[src/design/sector_bitmap_allocator_assert.svh]
// assertion macros shared by the sector bitmap allocator
`ifndef SECTOR_BITMAP_ALLOCATOR_ASSERT_SVH
`define SECTOR_BITMAP_ALLOCATOR_ASSERT_SVH

// same-cycle implication, checked out of reset
`define SBA_ASSERT_IMPL(lbl, ante, cons) \
  lbl: assert property (@(posedge clk_i) disable iff (!rst_ni) (ante) |-> (cons)) \
    else $error("sector bitmap allocator check failed");

// next-cycle implication, checked out of reset
`define SBA_ASSERT_NEXT(lbl, ante, cons) \
  lbl: assert property (@(posedge clk_i) disable iff (!rst_ni) (ante) |=> (cons)) \
    else $error("sector bitmap allocator check failed");

`endif

[src/design/sba_pkg.sv]
// shared constants, codes and control structs of the sector bitmap allocator
`default_nettype none

package sba_pkg;

  localparam int MAX_SECTORS = 65536;
  localparam int WORD_BITS   = 32;
  localparam int WORD_COUNT  = MAX_SECTORS / WORD_BITS;
  localparam int SEC_W       = 16;
  localparam int LEN_W       = 17;
  localparam int CNT_W       = 17;
  localparam int OP_W        = 2;
  localparam int ST_W        = 2;
  localparam int BIT_W       = $clog2(WORD_BITS);
  localparam int TZ_W        = BIT_W + 1;
  localparam int WADDR_W     = $clog2(WORD_COUNT);

  localparam int APB_DW      = 32;
  localparam int PADDR_W     = 3;
  localparam int REG_IDX_W   = PADDR_W - 2;

  localparam logic [REG_IDX_W-1:0] REG_VOLUME_SECTORS = '0;
  localparam logic [CNT_W-1:0]     VOLUME_RESET       = CNT_W'(65536);

  typedef enum logic [OP_W-1:0] {
    OP_MARK_USED = 2'd0,
    OP_MARK_FREE = 2'd1,
    OP_READ      = 2'd2,
    OP_FIND      = 2'd3
  } op_e;

  typedef enum logic [ST_W-1:0] {
    ST_OK     = 2'd0,
    ST_NO_RUN = 2'd1,
    ST_RANGE  = 2'd2
  } status_e;

  typedef enum logic [2:0] {
    RES_OK,
    RES_BIT,
    RES_NO_RUN,
    RES_RANGE,
    RES_FOUND
  } res_e;

  typedef enum logic [2:0] {
    S_CLEAR,
    S_IDLE,
    S_CHECK,
    S_MEMWAIT,
    S_SCAN,
    S_DONE
  } state_e;

  typedef struct packed {
    logic clr;
    logic load;
    logic rd_item;
    logic wr_item;
    logic scan_rd;
    logic scan_eval;
    logic set_res;
    res_e res;
    logic out_load;
  } cmd_t;

  typedef struct packed {
    logic clr_last;
    logic out_range;
    op_e  op;
    logic len_zero;
    logic scan_hit;
    logic scan_last;
  } sts_t;

endpackage

`default_nettype wire

[src/design/sba_ctrl.sv]
// controller state machine: clearing pass, request sequencing and output handshake
`default_nettype none

module sba_ctrl (
  input  wire logic          clk_i,
  input  wire logic          rst_ni,
  input  wire logic          in_valid_i,
  output logic               in_stall_o,
  output logic               out_valid_o,
  input  wire logic          out_stall_i,
  input  wire sba_pkg::sts_t sts_i,
  output sba_pkg::cmd_t      cmd_o
);
  import sba_pkg::*;

  state_e state_q, state_d;
  logic   out_valid_q, out_valid_d;

  always_ff @(posedge clk_i or negedge rst_ni) begin
    if (!rst_ni) begin
      state_q     <= S_CLEAR;
      out_valid_q <= 1'b0;
    end else begin
      state_q     <= state_d;
      out_valid_q <= out_valid_d;
    end
  end

  always_comb begin
    state_d    = state_q;
    cmd_o      = '0;
    cmd_o.res  = RES_OK;
    in_stall_o = 1'b1;
    unique case (state_q)
      S_CLEAR: begin
        cmd_o.clr = 1'b1;
        if (sts_i.clr_last) state_d = S_IDLE;
      end
      S_IDLE: begin
        in_stall_o = 1'b0;
        if (in_valid_i) begin
          cmd_o.load = 1'b1;
          state_d    = S_CHECK;
        end
      end
      S_CHECK: begin
        priority if (sts_i.out_range) begin
          cmd_o.set_res = 1'b1;
          cmd_o.res     = RES_RANGE;
          state_d       = S_DONE;
        end else if (sts_i.op != OP_FIND) begin
          cmd_o.rd_item = 1'b1;
          state_d       = S_MEMWAIT;
        end else if (sts_i.len_zero) begin
          cmd_o.set_res = 1'b1;
          cmd_o.res     = RES_NO_RUN;
          state_d       = S_DONE;
        end else begin
          cmd_o.scan_rd = 1'b1;
          state_d       = S_SCAN;
        end
      end
      S_MEMWAIT: begin
        cmd_o.set_res = 1'b1;
        if (sts_i.op == OP_READ) begin
          cmd_o.res = RES_BIT;
        end else begin
          // read-modify-write of the sector's word
          cmd_o.wr_item = 1'b1;
          cmd_o.res     = RES_OK;
        end
        state_d = S_DONE;
      end
      S_SCAN: begin
        cmd_o.scan_eval = 1'b1;
        priority if (sts_i.scan_hit) begin
          cmd_o.set_res = 1'b1;
          cmd_o.res     = RES_FOUND;
          state_d       = S_DONE;
        end else if (sts_i.scan_last) begin
          cmd_o.set_res = 1'b1;
          cmd_o.res     = RES_NO_RUN;
          state_d       = S_DONE;
        end else begin
          // fetch the next word while this one is evaluated
          cmd_o.scan_rd = 1'b1;
        end
      end
      S_DONE: begin
        if (!out_valid_q || !out_stall_i) begin
          cmd_o.out_load = 1'b1;
          state_d        = S_IDLE;
        end
      end
      default: begin
        state_d = S_IDLE;
      end
    endcase
  end

  assign out_valid_d = cmd_o.out_load | (out_valid_q & out_stall_i);
  assign out_valid_o = out_valid_q;

endmodule

`default_nettype wire

[config.mk]
export PLATFORM = sky130hd
export DESIGN_NAME = sba_ctrl
export DESIGN_NICKNAME = d
export VERILOG_FILES = /design/src/design/sector_bitmap_allocator_assert.svh /design/src/design/sba_pkg.sv /design/src/design/sba_ctrl.sv
export SDC_FILE = /design/constraint.sdc
export NUM_CORES = 1
export LEC_CHECK = 0
export BUFFER_PORTS_ARGS = -buffer_cell sky130_fd_sc_hd__buf_2
export CELL_PAD_IN_SITES_DETAIL_PLACEMENT = 0
export CELL_PAD_IN_SITES_GLOBAL_PLACEMENT = 1
export CORE_UTILIZATION = 28
export CTS_BUF_LIST = sky130_fd_sc_hd__clkbuf_16
export CTS_CLUSTER_DIAMETER = 60
export DETAILED_ROUTE_END_ITERATION = 12
export PLACE_DENSITY_LB_ADDON = 0.3
export SYNTH_ARGS = -nofsm -noshare
export SYNTH_HDL_FRONTEND = slang
export SYNTH_SLANG_ARGS = --single-unit
[constraint.sdc]
create_clock -name clk_i -period 2.1 [get_ports clk_i]
set_input_delay 0.42 -clock clk_i [delete_from_list [all_inputs] [get_ports clk_i]]
set_output_delay 0.42 -clock clk_i [all_outputs]
set_load 0.005 [all_outputs]
After elaboration in Yosys (flattened, before gate mapping)
Index checks and enable logic that the tools add are counted.
{"block": "op_classes", "eq_ne": 11, "muxes": 34, "bitwise": 2, "reduce_logical": 5}
{"operator": "two-way mux 3 bit", "n": 7}
{"operator": "two-way mux 4 bit", "n": 5}
{"operator": "two-way mux 1 bit", "n": 19}
{"operator": "case mux 3 bit (6 select lines)", "n": 1}
{"operator": "case mux 4 bit (3 select lines)", "n": 1}
{"operator": "inequality test 2 bit (second input constant)", "n": 4}
{"operator": "== test 3 x 2 -> 1 bit (second input constant)", "n": 2}
{"operator": "== test 3 bit (second input constant)", "n": 2}
{"operator": "AND reduction 4 bit", "n": 1}
{"operator": "== test 3 x 1 -> 1 bit (second input constant)", "n": 1}
{"operator": "logical NOT 3 bit", "n": 1}
{"operator": "inequality test 3 bit (second input constant)", "n": 1}
{"operator": "== test 2 bit (second input constant)", "n": 1}
{"operator": "logical NOT 1 bit", "n": 2}
{"operator": "case mux 1 bit (2 select lines)", "n": 1}
{"operator": "AND 1 bit", "n": 1}
{"operator": "logical OR 1 bit", "n": 1}
{"operator": "bitwise OR 1 bit", "n": 1}
{"block": "word_totals", "ff_bits": 4, "inputBits": 11, "out_inout_bits": 13, "wordCells": 54}

Depth between registers and ports, before layout
Gate-level depths: netlist of the first run.
{"block": "logic_depth", "depth_word": 5, "depth_mapped": 5, "depth_no_buf": 4}

Least setup slack after synthesis of the first run
OpenSTA, ideal clock, no wires.
{"block": "synth_path", "kind": "reg-to-output", "from": "register state_q[0]", "to": "output port cmd_o[6] (netlist bit)", "arrival_ns": 0.947, "t_required_ns": 1.680, "path_slack_ns": 0.733, "stages_incl_launch_ff": 5, "path_buffers": 1, "path_cell_list": "dfrtp_1 -> buf_6 -> nor3_2 -> and4_1 -> a21o_1"}
{"element": "start, declared", "line_no": "sba_ctrl.sv:16", "rtl": "state_e state_q, state_d;"}
{"element": "start signal, assigned", "line_no": "sba_ctrl.sv:24", "rtl": "state_q <= state_d;"}
{"element": "end, declared", "line_no": "sba_ctrl.sv:12", "rtl": "output sba_pkg::cmd_t cmd_o"}

==> results of run 1 <==
==> stage by stage <==
stage / instances / area, sq um / util, % / hold WS [ns]
2_1_floorplan: 49 / 372 / - / 0.124
3_3_place_gp: 84 / 488 / 41.7 / 0.228
6_report: 88 / 573 / 48.9 / 0.487
3_5_place_dp: 84 / 488 / 41.7 / 0.225
4_1_cts: 88 / 573 / 48.9 / 0.485
5_1_grt: 88 / 573 / 48.9 / 0.504
==> cells in the final DEF (no fill, tap or decap) <==
master / instances
buf_2: 23
nand2_1: 7
a21oi_1: 6
nor2_1: 4
dfrtp_1: 4
inv_1: 3
nor3_1: 3
clkbuf_16: 3
nand2b_1: 2
nor2b_4: 1
a211oi_1: 1
a31o_2: 1
o21ai_0: 1
o31ai_1: 1
nor3_2: 1
and4_1: 1
a21o_1: 1
nor2b_1: 1
nand3b_1: 1
or2b_1: 1
and3_1: 1
a32oi_1: 1
a31oi_1: 1
mux2i_1: 1
o21ai_1: 1
mux2_2: 1
o21bai_1: 1
dlygate4sd3_1: 1
==> worst min-delay path: stages <==
cell	delay, ns
buf_2	0.10
nand2_1	0.06
nand2_1	0.09
==> logic make-up (layout without fill, tap and decap cells) <==
kind of cell    Yosys count  count (layout)  synth area share [%]
mux                       2               2                  5.72
simple gates             23              23                  34.7
flops                     4               4                  26.9
compound gates           15              15                  25.3
buf+inv                   5              30                  7.41
==> flip-flops by register name (all words and copies together), names as in the netlist <==
| signal | flops |
|---|---|
| state_q | 3 |
| out_valid_o | 1 |
==> power groups by stage <==
stage | Combinational (mW) | Sequential, mW | Clock [mW]
after floorplan | 0.250 | 0.141 | 0
after global placement | 0.307 | 0.184 | 0
after detailed placement | 0.305 | 0.185 | 0
after CTS | 0.310 | 0.185 | 0.303
after global routing | 0.344 | 0.197 | 0.308
final | 0.306 | 0.188 | 0.295
==> routing by layer <==
metal | vias up | wire [um]
li1 | 226 | -
met1 | 188 | 492
met2 | 19 | 465
met3 | 4 | 47
met4 | 0 | 34
met5 | - | 0
==> layout make-up <==
class / count / area, sq um / share of cell area (%)
multi-input cells: 40 / 244 / 42.6
repair buffers: 24 / 125 / 21.8
flip-flops and latches: 4 / 100 / 17.5
clock buffers: 3 / 75.1 / 13.1
well taps: 14 / 17.5 / 3.06
inverters: 3 / 11.3 / 1.97
==> path summary, 6_finish.rpt <==
kind,start,endpoint,slack (ns),cells after the start
worst max-delay path,state_q[0]$_DFFE_PN0P_,cmd_o[6],0.17,4
worst min-delay path,out_stall_i,out_valid_o$_DFF_PN0_,0.49,3
worst max register to register,state_q[0]$_DFFE_PN0P_,state_q[0]$_DFFE_PN0P_,0.46,4
worst min register to register,out_valid_o$_DFF_PN0_,out_valid_o$_DFF_PN0_,0.61,2
max in group asynchronous,rst_ni,state_q[0]$_DFFE_PN0P_,1.45,2
min in group asynchronous,rst_ni,state_q[1]$_DFFE_PN0P_,0.53,2
==> results.yml, run 1 <==
status:
  status: "complete, no violations"
finish:
  drive_above_1_share_pct: 40.5
  layout.nets: 87
  num_antenna_cells: 0
  nFillCells: 119
  area_delta_synth_final_pct: 54.2
global_route:
  groute.layer.met3.usage_pct: 1.74
  grt_pass1_wl_mm: 1.61
  grt_usage_pct: 17.1
  grt_max_degree: 21
  grt_busiest_layer: "met2"
  grt_pass1_vias: 393
  antenna_found_initial: 0
  grt_overflow_total: 0
  met1_usage_pct: 18.5
  met2_usage_pct: 28.8
cts:
  htree_num_levels: 1
  post-cts-setup-buffers: 0
  cts_tree: "built"
  clk_path_buf_depth: 2
  clkLatencyLatePin_ns: 0.22
  cts_hold_buf: 1
  cts_resized: 0
  clk_pin_slew_ns: 0.03
  root_buffer: "clkbuf_16"
  cts_inserted_buffers: 3
  clock_sinks: 4
die:
  pin_count: 24
  dieArea_sq_um: 1480
  fp.dieH_um: 38.4
  core_area_sq_um: 1170
  die_w_um: 38.4
  num_rows: 12
  initial_core_util_pct: 31.7
sta:
  setup_viol: 0
  slew_headroom_pct: 62.0
  rsz0062_at_grt: "false"
  clock-skew-final_ns: 0.00346
  fmax_mhz: 519
  fin_crit_sh_pct: 91.7
  finalHoldViolations: 0
  slew_violations: 0
  fin_crit_ns: 1.93
  worstMarginPinSlew_ns: 0.569
  setup_tns_ns: 0
  fin_ws_ns: 0.173
power:
  share_seq_of_total_power_pct: 23.8
  p_int_mw: 0.510
  switching_power_mw: 0.279
  p_sw_share_pct: 35.3
  p_clk_share_pct: 37.4
  powerDensity_nw_per_um2: 1380
  vdd_drop_max_mv: 0.683
  pwr-share-comb_pct: 38.8
  p_leak_nw: 0.313
  p_total_mw: 0.789
synthesis:
  yosys.area.top_type: "dfrtp_1"
  ys_warn_count: 0
  synth_area_leaders: "dfrtp_1 (27%), a21oi_1 (8.1%), nand2_1 (7.1%)"
  synth_ff_type: "dfrtp_1"
  ys_seq_elements: 4
  yosysMostFrequentCell: "nand2_1"
  synth_top_area_share_pct: 26.9
  syn-cell-area_sq_um: 372
  synth_edf_count: 0
  ys_seq_area_share_pct: 26.9
  avgSynthCellArea_sq_um: 7.58
  synth_nets: 60
  synthArstFlopShare_pct: 100
  netlist_top_cells_count: "nand2_1 (7), a21oi_1 (6), dfrtp_1 (4), nor2_1 (4)"
  synth_cell_type_count: 27
  syn-instance-count: 49
placed_design:
  dp_hpwl_um: 733
  port_buffers: 23
  place.gp.congestion: 0.716
  dp_slack_ns: 0.420
critical_path:
  crit_path_cell_trace: "nor3_2, and4_1, a21o_1, buf_2"
  worstPathBufferInverterCount: 1
  crit_arrival_ns: 1.51
  worstPathRequired_ns: 1.68
  critical_path.max_fanout: 20
  crit_path_top_delay_cell: "dfrtp_1"
  worst_setup_path_end_kind: "primary output"
  crit_type: "reg2out"
  max_stage_delay_ns: 0.69
  startpoint_type: "flip-flop"
  crit_family: "flip-flops"
route:
  drtIter0Drc: 6
  via_per_inst: 4.97
  drtPass1Iterations: 4
  antenna_left: 0
  finalWirelength_mm: 1.04
  remaining_drc_errors: 0
  num_vias: 437
  detail_route.wl_per_cell_um: 11.8
run:
  maxCapViolCount: 0
worst_hold_path:
  hold_path_class: "in2reg"
No activity file was read; power rests on OpenSTA's default activity.
==> run 2: changes to the inputs <==
- RECOVER_POWER: not set -> 25
==> results.yml, run 2 (synthesized netlist as in run 1, its figures left out) <==
route:
  finalWirelength_mm: 1.04
  num_vias: 437
  remaining_drc_errors: 0
  drtIter0Drc: 6
  antenna_left: 0
  drtPass1Iterations: 4
  via_per_inst: 4.97
  detail_route.wl_per_cell_um: 11.8
die:
  initial_core_util_pct: 31.7
  die_w_um: 38.4
  pin_count: 24
  fp.dieH_um: 38.4
  dieArea_sq_um: 1480
  core_area_sq_um: 1170
  num_rows: 12
cts:
  clkLatencyLatePin_ns: 0.22
  clk_path_buf_depth: 2
  htree_num_levels: 1
  cts_inserted_buffers: 3
  clk_pin_slew_ns: 0.03
  cts_tree: "built"
  clock_sinks: 4
  root_buffer: "clkbuf_16"
critical_path:
  critical_path.max_fanout: 20
  worst_setup_path_end_kind: "primary output"
  crit_path_cell_trace: "nor3_2, and4_1, a21o_1, buf_2"
  crit_type: "reg2out"
  max_stage_delay_ns: 0.69
  startpoint_type: "flip-flop"
  crit_arrival_ns: 1.51
  crit_path_top_delay_cell: "dfrtp_1"
  worstPathRequired_ns: 1.68
finish:
  mostFrequentLayoutCell: "buf_2"
  layout.nets: 87
  nFillCells: 120
  max_flop_register: "state_q"
  largest_reg_flops: 3
  multiInputGateArea_sq_um: 244
  num_antenna_cells: 0
  final_cell_mix: "buf_2 (22), nand2_1 (7), a21oi_1 (6)"
  seqCellArea_sq_um: 100
  drive_above_1_share_pct: 39.2
  area_delta_synth_final_pct: 53.9
sta:
  clock-skew-final_ns: 0.00348
  slew_headroom_pct: 62.0
  worstMarginPinSlew_ns: 0.569
  fin_crit_sh_pct: 91.7
  rsz0062_at_grt: "false"
  fmax_mhz: 519
  setup_tns_ns: 0
  setup_viol: 0
  finalHoldViolations: 0
  slew_violations: 0
  fin_crit_ns: 1.93
power:
  pwr-share-comb_pct: 38.8
  powerDensity_nw_per_um2: 1380
  p_int_mw: 0.510
  switching_power_mw: 0.279
  share_seq_of_total_power_pct: 23.8
  p_clk_share_pct: 37.4
  p_sw_share_pct: 35.3
  p_total_mw: 0.789
  vdd_drop_max_mv: 0.683
  p_leak_nw: 0.310
status:
  status: "complete, no violations"
global_route:
  grt_pass1_vias: 393
  grt_max_degree: 21
  grt_pass1_wl_mm: 1.61
  grt_overflow_total: 0
  grt_usage_pct: 17.1
  antenna_found_initial: 0
worst_hold_path:
  hold_path_class: "in2reg"
placed_design:
  place.gp.congestion: 0.716
  port_buffers: 23
  dp_hpwl_um: 733
run:
  maxCapViolCount: 0
[run 2: final cells by class]
| type | count | share of cell area (%) |
|---|---|---|
| sequential | 4 | 17.5 |
| clock buffer | 3 | 13.1 |
| inverter | 3 | 1.97 |
| multi-input combinational | 40 | 42.7 |
| tap | 14 | 3.06 |
| timing repair buffer | 24 | 21.7 |
[run 2: per-stage QoR]
stage / util [%] / hold slack [ns] / cell area [sq um] / std cells / setup slack [ns]
after global placement: 41.7 / 0.228 / 488 / 84 / 0.437
after CTS: 48.9 / 0.485 / 573 / 88 / 0.181
after floorplan: - / 0.124 / 372 / 49 / 0.733
final: 48.8 / 0.487 / 572 / 88 / 0.173
after detailed placement: 41.7 / 0.225 / 488 / 84 / 0.420
after global routing: 48.8 / 0.504 / 572 / 88 / 0.0710
[run 2: repair_timing]
item | in CTS | in global routing
resized for setup | 0 | 0
setup endpoints to repair | 0 | 0
buffers inserted | 0 | 0
hold endpoints to repair | 4 | 0
hold buffers | 1 | 0
[run 2: path summary, 6_finish.rpt]
check                                             from                      to  slack [ns]  cells after the start
worst max-delay path            state_q[0]$_DFFE_PN0P_                cmd_o[6]        0.17                      4
worst max register to register  state_q[0]$_DFFE_PN0P_  state_q[0]$_DFFE_PN0P_        0.46                      4
max in group asynchronous                       rst_ni  state_q[0]$_DFFE_PN0P_        1.36                      2
min in group asynchronous                       rst_ni  state_q[1]$_DFFE_PN0P_        0.56                      2
worst min register to register   out_valid_o$_DFF_PN0_   out_valid_o$_DFF_PN0_        0.61                      2
worst min-delay path                       out_stall_i   out_valid_o$_DFF_PN0_        0.49                      3
[run 2: power by group through the flow]
stage	Sequential, mW	Clock [mW]	Combinational (mW)
after floorplan	0.141	0	0.250
after global placement	0.184	0	0.307
after detailed placement	0.185	0	0.305
after CTS	0.185	0.303	0.310
after global routing	0.197	0.308	0.344
final	0.188	0.295	0.306
[run 2: per-layer routing]
metal / vias to the layer above / global-route usage, % / share of wire (%)
met4: 0 / 15.5 / 3.3
met1: 188 / 18.5 / 47
li1: 226 / - / -
met3: 4 / 1.74 / 4.5
met5: - / 0 / 0
met2: 19 / 28.8 / 45
[run 2: worst max-delay path, delay by kind of cell, from the launching register on]
kind | cells | cell delay (ns)
simple gates | 2 | 0.32
buf+inv | 1 | 0.12
compound gates | 1 | 0.15
flops | 1 | 0.69
==> run 3: changes to the inputs <==
- CTS_CLUSTER_SIZE: not set -> 40
- PLACE_DENSITY_LB_ADDON: 0.3 -> 0.1
==> results.yml, run 3 (synthesized netlist as in run 1, its figures left out) <==
status:
  status: "complete, no violations"
global_route:
  grt_pass1_wl_mm: 1.63
  grt_max_degree: 21
  grt_busiest_layer: "met1"
  grt_pass1_vias: 399
  met2_usage_pct: 21.2
  grt_overflow_total: 0
  met1_usage_pct: 22.5
  grt_usage_pct: 17.4
  groute.layer.met3.usage_pct: 5.23
  antenna_found_initial: 0
power:
  p_int_mw: 0.510
  vdd_drop_max_mv: 0.649
  share_seq_of_total_power_pct: 23.6
  p_sw_share_pct: 34.7
  p_leak_nw: 0.310
  pwr-share-comb_pct: 38.6
  powerDensity_nw_per_um2: 1370
  switching_power_mw: 0.271
  p_clk_share_pct: 37.8
cts:
  clkLatencyLatePin_ns: 0.22
  cts_tree: "built"
  clk_pin_slew_ns: 0.03
  clock_sinks: 4
  htree_num_levels: 1
  clk_path_buf_depth: 2
  root_buffer: "clkbuf_16"
  cts_inserted_buffers: 3
critical_path:
  critical_path.max_fanout: 20
  worst_setup_path_end_kind: "primary output"
  startpoint_type: "flip-flop"
  worstPathRequired_ns: 1.68
  crit_arrival_ns: 1.52
  crit_type: "reg2out"
run:
  maxCapViolCount: 0
die:
  initial_core_util_pct: 31.7
  core_area_sq_um: 1170
  fp.dieH_um: 38.4
  dieArea_sq_um: 1480
  die_w_um: 38.4
  pin_count: 24
  num_rows: 12
sta:
  setup_viol: 0
  slew_headroom_pct: 62.0
  finalHoldViolations: 0
  fin_crit_sh_pct: 92.3
  clock-skew-final_ns: 0.000970
  fmax_mhz: 516
  setup_tns_ns: 0
  fin_crit_ns: 1.94
  rsz0062_at_grt: "false"
  slew_violations: 0
  worstMarginPinSlew_ns: 0.571
route:
  antenna_left: 0
  num_vias: 420
  detail_route.wl_per_cell_um: 10.9
  drtIter0Drc: 7
  finalWirelength_um: 959
  drtPass1Iterations: 4
  remaining_drc_errors: 0
  via_per_inst: 4.77
finish:
  num_antenna_cells: 0
  final_cell_mix: "buf_2 (22), nand2_1 (7), a21oi_1 (6)"
  mostFrequentLayoutCell: "buf_2"
  area_delta_synth_final_pct: 53.9
  finalNonFillerCells: 88
  largest_reg_flops: 3
  layout.nets: 87
  max_flop_register: "state_q"
  nFillCells: 137
  drive_above_1_share_pct: 39.2
worst_hold_path:
  hold_path_class: "in2reg"
placed_design:
  placed_cells: 84
  dp_hpwl_um: 723
  place.gp.congestion: 0.709
  port_buffers: 23
## run 3: cell counts in the layout (fill, tap and decap cells not counted)
Identical to the previous run, type by type.
## run 3: area by class of cell
| type | instances | area [sq um] | area share, % |
|---|---|---|---|
| Multi-Input combinational cell | 40 | 244 | 42.7 |
| Timing Repair Buffer | 24 | 124 | 21.7 |
| Sequential cell | 4 | 100 | 17.5 |
| Clock buffer | 3 | 75.1 | 13.1 |
| Tap cell | 14 | 17.5 | 3.06 |
| Inverter | 3 | 11.3 | 1.97 |
## run 3: routing by layer
layer	vias up	part of all wire, %
met1	177	53
met5	-	0
li1	226	-
met4	0	1.5
met3	2	4.4
met2	15	41
## run 3: worst max-delay path, cell delays in order (launching register included)
cell     delay (ns)
dfrtp_1        0.69
nor3_2         0.09
and4_1         0.24
a21o_1         0.15
buf_2          0.12
## run 3: metrics by stage
| stage | setup WS (ns) | power [mW] | hold WS (ns) | area (sq um) | utilization [%] |
|---|---|---|---|---|---|
| floorplan | 0.733 | 0.391 | 0.124 | 372 | - |
| global route | 0.0576 | 0.842 | 0.479 | 572 | 48.8 |
| CTS | 0.168 | 0.792 | 0.455 | 573 | 48.9 |
| detailed placement | 0.414 | 0.488 | 0.226 | 488 | 41.7 |
| global placement | 0.422 | 0.496 | 0.226 | 488 | 41.7 |
| finish | 0.162 | 0.781 | 0.454 | 572 | 48.8 |
## run 3: worst paths after layout
path	cells past startpoint	to	slack, ns	from
worst max register to register	4	state_q[0]$_DFFE_PN0P_	0.48	state_q[0]$_DFFE_PN0P_
worst max-delay path	4	cmd_o[6]	0.16	state_q[0]$_DFFE_PN0P_
max in group asynchronous	2	state_q[0]$_DFFE_PN0P_	1.36	rst_ni
min in group asynchronous	2	state_q[1]$_DFFE_PN0P_	0.56	rst_ni
worst min-delay path	3	out_valid_o$_DFF_PN0_	0.45	out_stall_i
worst min register to register	2	out_valid_o$_DFF_PN0_	0.54	out_valid_o$_DFF_PN0_
## run 3: repair_timing
item | CTS | global route
setup buffers | 0 | 0
hold endpoints to repair | 4 | 0
resized for setup | 0 | 0
hold buffers | 1 | 0
## run 3: power groups by stage
stage	clock network, mW	registers [mW]	logic [mW]
2_1_floorplan	0	0.141	0.250
5_1_grt	0.302	0.196	0.343
3_5_place_dp	0	0.184	0.304
6_report	0.295	0.184	0.301
3_3_place_gp	0	0.184	0.312
4_1_cts	0.301	0.184	0.307
